<file path="src/rtl/itf_pkg.sv">
// Package for int_to_float_convert: format codes and field widths.
// No dependencies.
`default_nettype none
package itf_pkg;
    localparam int DataW = 64;
    localparam logic KIND_DOUBLE = 1'b0;
    localparam logic KIND_SINGLE = 1'b1;
    typedef logic [DataW-1:0] word_t;
    typedef logic [6:0] lzc_t;
endpackage
`default_nettype wire

</file>
<file path="src/rtl/int_to_float_convert.sv">
// int_to_float_convert: signed integer to IEEE 754 double/single, round to nearest even.
// Depends on itf_pkg.
//
// Usage:
//   Input channel s_valid/s_ready carries one item: s_kind (0 double, 1 single),
//   s_source_is_64 (1 = 64-bit signed source, else low 32 bits signed) and s_value.
//   Result channel m_valid/m_ready carries m_result_bits; a single result sits
//   in bits 31..0 with the upper half zero.
//   Stage 1 registers sign and magnitude, stage 2 does leading-zero count,
//   normalize, round and pack into the output register.
//   Throughput: one item per cycle; each stage advances when the stage after
//   it is empty or being drained.
//   Reset: synchronous, active-low aresetn empties both stages.
//   Stall: while m_ready is low the result holds and the stages fill; s_ready
//   drops once both are occupied.
`default_nettype none
module int_to_float_convert
    import itf_pkg::*;
(
    input  wire logic        aclk,
    input  wire logic        aresetn,
    input  wire logic        s_valid,
    output logic             s_ready,
    input  wire logic        s_kind,
    input  wire logic        s_source_is_64,
    input  wire logic [63:0] s_value,
    output logic             m_valid,
    input  wire logic        m_ready,
    output logic [63:0]      m_result_bits
);
    logic  v1_reg, v2_reg;
    logic  kind_reg, neg_reg;
    word_t mag_reg, res_reg;
    logic  adv1, adv2;
    word_t sx, mag_next, norm, res_next, dbl, sgl;
    lzc_t  lz;
    logic  neg_next;

    assign adv2    = v1_reg && (!v2_reg || m_ready);
    assign s_ready = !v1_reg || adv2;
    assign adv1    = s_valid && s_ready;

    always_comb begin
        sx = s_source_is_64 ? s_value : {{32{s_value[31]}}, s_value[31:0]};
        neg_next = sx[63];
        mag_next = neg_next ? (~sx + 64'd1) : sx;
    end

    always_comb begin
        lz = 7'd64;
        for (int i = 0; i < 64; i++) begin
            if (mag_reg[i]) lz = 7'(63 - i);
        end
    end

    always_comb begin
        logic [53:0] md;
        logic [24:0] ms;
        logic [10:0] ed;
        logic [7:0]  es;
        logic        rd, rs;
        norm = mag_reg << lz[5:0];
        rd = norm[10] && (norm[9:0] != '0 || norm[11]);
        md = {1'b0, norm[63:11]} + 54'(rd);
        ed = 11'd1086 - 11'(lz) + 11'(md[53]);
        dbl = {neg_reg, ed, md[53] ? 52'd0 : md[51:0]};
        rs = norm[39] && (norm[38:0] != '0 || norm[40]);
        ms = {1'b0, norm[63:40]} + 25'(rs);
        es = 8'd190 - 8'(lz) + 8'(ms[24]);
        sgl = {32'd0, neg_reg, es, ms[24] ? 23'd0 : ms[22:0]};
        if (lz[6]) res_next = '0;
        else if (kind_reg == KIND_SINGLE) res_next = sgl;
        else res_next = dbl;
    end

    always_ff @(posedge aclk) begin
        if (!aresetn) begin
            v1_reg <= 1'b0;
            v2_reg <= 1'b0;
        end else begin
            if (adv1) v1_reg <= 1'b1;
            else if (adv2) v1_reg <= 1'b0;
            if (adv2) v2_reg <= 1'b1;
            else if (m_ready) v2_reg <= 1'b0;
        end
        if (adv1) begin
            kind_reg <= s_kind;
            neg_reg  <= neg_next;
            mag_reg  <= mag_next;
        end
        if (adv2) res_reg <= res_next;
    end

    assign m_valid       = v2_reg;
    assign m_result_bits = res_reg;

    a_single_upper: assert property (@(posedge aclk) disable iff (!aresetn)
        adv2 && kind_reg == KIND_SINGLE |=> res_reg[63:32] == 32'd0)
        else $error("single result has upper bits set");
    a_hold: assert property (@(posedge aclk) disable iff (!aresetn)
        m_valid && !m_ready |=> m_valid && $stable(m_result_bits))
        else $error("result changed under stall");
    a_zero: assert property (@(posedge aclk) disable iff (!aresetn)
        adv2 && mag_reg == '0 |=> res_reg == '0)
        else $error("zero source not mapped to +0");
    a_full: assert property (@(posedge aclk) disable iff (!aresetn)
        v1_reg && v2_reg && !m_ready |-> !s_ready)
        else $error("accepted into full pipe");
endmodule
`default_nettype wire

</file>
<file path="config.mk">
export PLATFORM = sky130hd
export DESIGN_NAME = int_to_float_convert
export DESIGN_NICKNAME = d
export VERILOG_FILES = /design/src/rtl/itf_pkg.sv /design/src/rtl/int_to_float_convert.sv
export SDC_FILE = /design/constraint.sdc
export NUM_CORES = 1
export LEC_CHECK = 0
export BUFFER_PORTS_ARGS = -buffer_cell sky130_fd_sc_hd__buf_4
export CELL_PAD_IN_SITES_DETAIL_PLACEMENT = 0
export CELL_PAD_IN_SITES_GLOBAL_PLACEMENT = 1
export CORE_MARGIN = 2
export CORE_UTILIZATION = 48
export DETAILED_ROUTE_END_ITERATION = 7
export PLACE_DENSITY_LB_ADDON = 0.1
export SYNTH_ARGS = -nofsm -noshare
export SYNTH_HDL_FRONTEND = slang
export SYNTH_SLANG_ARGS = --single-unit
</file>
<file path="constraint.sdc">
create_clock -name aclk -period 7.9 [get_ports aclk]
set_clock_uncertainty 0.05 [all_clocks]
set_input_delay 1.185 -clock aclk [delete_from_list [all_inputs] [get_ports aclk]]
set_output_delay 1.185 -clock aclk [all_outputs]
set_load 0.05 [all_outputs]
</file>
# == Yosys cells after proc, flatten, opt, wreduce, memory -nomap -nowiden ==
# Index checks and enable logic that the tools add are counted.
# totals
regBits,132
output_inout_bits,66
# op_classes
n_addsub,7
n_shift,1
n_mux,73
bitwise,1
n_reduce_logical,16
# ops
cell,n
$mux 7,64
$add 64x1->64 const B,1
$mux 32,2
$mux 64,1
$not 64->64,1
$shl 64x6->64,1
$mux 63,1
$add 53x1->54,1
$reduce_bool 39->1,1
$add 24x1->25,1
$mux 23,1
$add 11x1->11,1
$sub 11x7->11 const A,1
$reduce_bool 10->1,1
$add 8x1->8,1
$sub 8x7->8 const A,1
$logic_and 1x1->1,4
$logic_or 1x1->1,4
$mux 1,4
$reduce_bool 2->1,2
$reduce_or 3->1,1
$logic_not 1->1,2
$reduce_or 2->1,1

# == Depth between registers and ports, before layout ==
# depth
depth_word,71
mapped_depth,25

# == Least setup slack after synthesis ==
# OpenSTA, ideal clock, no wires.
# synth_timing
kind,register to register
start,register mag_reg[28]
end,"register res_reg[29], in the netlist m_result_bits[29], data pin"
setup_time_ns,0.149
arrival_ns,5.026
required_ns,7.701
setup_slack_ns,2.675
stages_incl_launch_ff,23
path_buffers,3
path_cell_list,edfxtp_1 > or4_1 > a21oi_2 > buf_4 > o21a_4 > buf_6 > buf_2 > o22ai_1 > a311oi_2 > nand3_1 > o211ai_1 > o311ai_1 > a221oi_1 > inv_1 > ha_1 > nor3b_1 > and2_1 > nand4_1 > ha_1 > ha_1 > nand3_1 > or3_1 > a2bb2oi_1
# synth_between
elab_chain_cells,43
word_cells_on_any_way,49
# synth_lines
item,line,source
from (decl),int_to_float_convert.sv:33,"word_t mag_reg, res_reg;"
from (signal assigned),int_to_float_convert.sv:89,mag_reg <= mag_next;
$mux 7 (36 in a row),int_to_float_convert.sv:52,if (mag_reg[i]) lz = 7'(63 - i);
$shl 64x6->64,int_to_float_convert.sv:62,norm = mag_reg << lz[5:0];
$reduce_bool 39->1 or $reduce_bool 10->1 (tied branches),"int_to_float_convert.sv:67, int_to_float_convert.sv:63",
"$logic_or 1x1->1, on equally long branches","int_to_float_convert.sv:67, int_to_float_convert.sv:63",
"$logic_and 1x1->1, on equally long branches","int_to_float_convert.sv:67, int_to_float_convert.sv:63",
$add 24x1->25 or $add 53x1->54 (tied branches),"int_to_float_convert.sv:68, int_to_float_convert.sv:64",
$add 8x1->8 or $mux 32 (tied branches),"int_to_float_convert.sv:69, int_to_float_convert.sv:66",
$mux 32,int_to_float_convert.sv:72,else if (kind_reg == KIND_SINGLE) res_next = sgl;
to (signal assigned),int_to_float_convert.sv:91,if (adv2) res_reg <= res_next;
to (decl),int_to_float_convert.sv:33,
# Several ways; a longest one is shown, not always the timed one.
# A chain may end at the register's enable or synchronous reset.

# == Final worst setup path ==
# layout_timing
start,register mag_reg[44]
end,"register res_reg[26], in the netlist m_result_bits[26], data pin"
# layout_between
elab_chain_cells,27
word_cells_on_any_way,33
# layout_lines
item,line
$mux 7 (20 in a row),int_to_float_convert.sv:52
$shl 64x6->64,int_to_float_convert.sv:62
$reduce_bool 39->1 or $reduce_bool 10->1 (tied branches),"int_to_float_convert.sv:67, int_to_float_convert.sv:63"
"$logic_or 1x1->1, on equally long branches","int_to_float_convert.sv:67, int_to_float_convert.sv:63"
"$logic_and 1x1->1, on equally long branches","int_to_float_convert.sv:67, int_to_float_convert.sv:63"
$add 24x1->25 or $add 53x1->54 (tied branches),"int_to_float_convert.sv:68, int_to_float_convert.sv:64"
$add 8x1->8 or $mux 32 (tied branches),"int_to_float_convert.sv:69, int_to_float_convert.sv:66"
$mux 32,int_to_float_convert.sv:72
# Several ways; a longest one is shown, not always the timed one.

==> flow_summary.yaml <==
final_layout:
  stdcell_area_um2: 16900
  num-fill-cells: 2884
  final_layout_size_suffix_gt1_share_pct: 16.9
  finalNetCount: 2018
  n_antenna_cell: 0
  multi_input_area_um2: 10300
  seqCellArea_um2: 3940
  areaGrowthSynthToFinish_pct: 12.6
logic_synthesis:
  avgSynthCellArea_um2: 8.08
  syn_area_um2: 15100
  ys_seq_elements: 132
  synth_top_area_cell: "edfxtp_1"
  syn_inst: 1864
  yosysWarnings: 0
  synth_ff_type: "edfxtp_1"
  synth_cell_types: 112
  synth_top_area_share_pct: 25.9
  ys_seq_area_share_pct: 26.2
  yosysMostFrequentCell: "nor2_1"
  yosys-top-cells-count: "nor2_1, edfxtp_1, nand2_1, a21oi_1, o21ai_0"
  syn-num-nets: 1941
  synth-edff-count: 130
  ys_top_cells_by_area: "edfxtp_1, nor2_1, a21oi_1"
  synthArstFlopShare_pct: 0
detailed_routing:
  vias: 16700
  vias_per_cell: 7.10
  drtIter0Drc: 2328
  firstDrtPassIters: 7
  wl_per_cell_um: 27.4
  routed_wl_um: 64400
  drc: 0
  drtAntennaViolNets: 0
timing:
  rsz0062_at_grt: "no"
  totalNegativeSetupSlack_ns: 0
  maxSlewViolCount: 0
  slew_headroom_pct: 24.1
  finalCritPeriodShare_pct: 96.8
  fin_crit_ns: 7.65
  hold_viol: 0
  max_freq_mhz: 131
  worst_slew_pin_slew_ns: 1.13
  finalSetupViolCount: 0
  worst_slack_ns: 0.253
placed_design:
  placement.io_buffers: 135
  dp_hpwl_um: 48400
  gp_congestion: 1.02
  placed_cell_area_um2: 16300
  pre_cts_slack_ns: 0.597
flow_run:
  drv_cap: 0
global_route:
  antenna_found_initial: 0
  track_usage_pct: 38.2
  grt_remaining_overflow: 0
  grt_pass1_wl_um: 96100
  grt_max_degree: 67
  grt_pass1_vias: 15700
clocking:
  cts.repair.resized: 0
  cts_inserted_buffers: 17
  hold_buffers: 0
  clkTransAtPathRegs_ns: 0.06
  cts.sinks: 132
  post-cts-setup-buffer-count: 0
  root_buffer: "clkbuf_16"
  clockBufferDepth: 2
  cts-htree-levels: 4
  cts_tree: "yes"
  clock_latency_ns: 0.45
floorplanning:
  core-area_um2: 30700
  initial_core_util_pct: 49.0
  rows: 64
  dieArea_um2: 32800
  die_x_um: 181
  die_h_um: 181
  pin_count: 136
setup_path:
  reg2reg_slack_ns: 0.25
  worst_path_max_delay_cell: "a2111oi_0"
  cp.arrival_ns: 7.76
  cp_max_fo: 27
  worstSetupStartpointType: "flip-flop"
  r2r-start: "mag_reg[44]$_DFFE_PP_"
  crit_path_end_kind: "flip-flop"
  worstPathCellList: "nor4_1 -> and3_1 -> o21ai_1 -> o21ai_4 -> buf_4 -> a32oi_2 -> a2111oi_0 -> buf_4 -> a2111o_1 -> o221ai_1 -> nor4_4 -> nand4_2 -> or3_1 -> o21bai_4 -> o22ai_1"
  cp_top_family: "compound AO/OA/AOI/OAI gates"
  required_ns: 8.01
  startpoint: "mag_reg[44]$_DFFE_PP_"
  path_class: "flip-flop to flip-flop"
  timing.critical_path.mode_cell: "buf_4"
  crit_buf_inv: 2
  slowest_delay_ns: 0.84
min_path:
  hold_path.class: "flip-flop to flip-flop"
  hp-start: "v1_reg$_SDFFE_PN0P_"
pwr:
  power.density_nw_per_um2: 184
  irDropWorstVdd_mv: 0.158
  p_leak_uw: 0.00592
outcome:
  status: "finished clean"
layout by cell type, fill, tap and decap left out, types with 14 or more instances in the layout:
cell / n
and3_1: 19
nand3_1: 68
inv_1: 35
o31ai_1: 18
nor4_1: 43
mux2_2: 19
edfxtp_1: 130
a31oi_1: 14
nand4_1: 25
o211ai_1: 54
nand2_1: 125
buf_4: 193
xor2_1: 69
o21ai_0: 108
a211oi_1: 51
o221ai_1: 15
nor2_1: 203
a21oi_1: 123
o21a_1: 14
xnor2_1: 57
o22ai_1: 46
clkbuf_16: 17
nor3_1: 91
a22oi_1: 17
mux2i_1: 44
stage by stage:
stage / utilization [%] / power (uW) / hold slack (ns) / cells
after floorplan: - / 1780 / 0.427 / 1864
after global placement: 53.1 / 2200 / 0.464 / 2318
after detailed placement: 53.1 / 2210 / 0.479 / 2318
after CTS: 55.1 / 3060 / 0.494 / 2350
after global routing: 55.1 / 3210 / 0.517 / 2350
final: 55.1 / 3110 / 0.488 / 2350
final timing paths:
path / to / cells past startpoint
setup / recovery: m_result_bits[26]$_SDFFCE_PP0P_ / 15
hold / removal: m_valid$_SDFFE_PN0P_ / 1
setup reg to reg: m_result_bits[26]$_SDFFCE_PP0P_ / 15
hold reg to reg: m_valid$_SDFFE_PN0P_ / 1
worst register-to-register path: stages, from the launching register on:
cell and delay, ns:
edfxtp_1 0.47, nor4_1 0.81, and3_1 0.56, o21ai_1 0.38
o21ai_4 0.74, buf_4 0.38, a32oi_2 0.18, a2111oi_0 0.84
buf_4 0.23, a2111o_1 0.27, o221ai_1 0.24, nor4_4 0.51
nand4_2 0.30, or3_1 0.59, o21bai_4 0.58, o22ai_1 0.24
kinds of logic (layout without fill, tap and decap cells):
group	after synthesis	count (layout)	share of synthesized area (%)
mux	68	68	5.04
flops	132	132	26.2
simple gates	700	700	23.9
compound gates	658	658	31.3
xor+xnor	126	126	7.33
buf+inv	173	263	5.63
fa+ha+maj	7	7	0.582
final cells by class:
type | count | area share [%]
Clock inverter | 15 | 1.11
Tap cell | 396 | 2.92
Clock buffer | 17 | 2.51
Multi-Input combinational cell | 1559 | 60.8
Sequential cell | 132 | 23.3
Inverter | 38 | 0.842
Timing Repair Buffer | 193 | 8.55
power breakdown:
| group | internal, uW | total [uW] | switching [uW] |
|---|---|---|---|
| logic | 434 | 1320 | 890 |
| registers | 853 | 922 | 68.9 |
| clock network | 524 | 865 | 341 |
| total | 1810 | 3110 | 1300 |
layer usage:
metal / GRT usage [%] / up-vias / wire length [um]
met5: 0 / - / 0
met4: 24.6 / 0 / 4620
li1: - / 7444 / -
met2: 60.5 / 1132 / 28900
met1: 48.2 / 7847 / 25000
met3: 6.43 / 270 / 5960
Note: power is estimated with default switching activity, not from simulation.
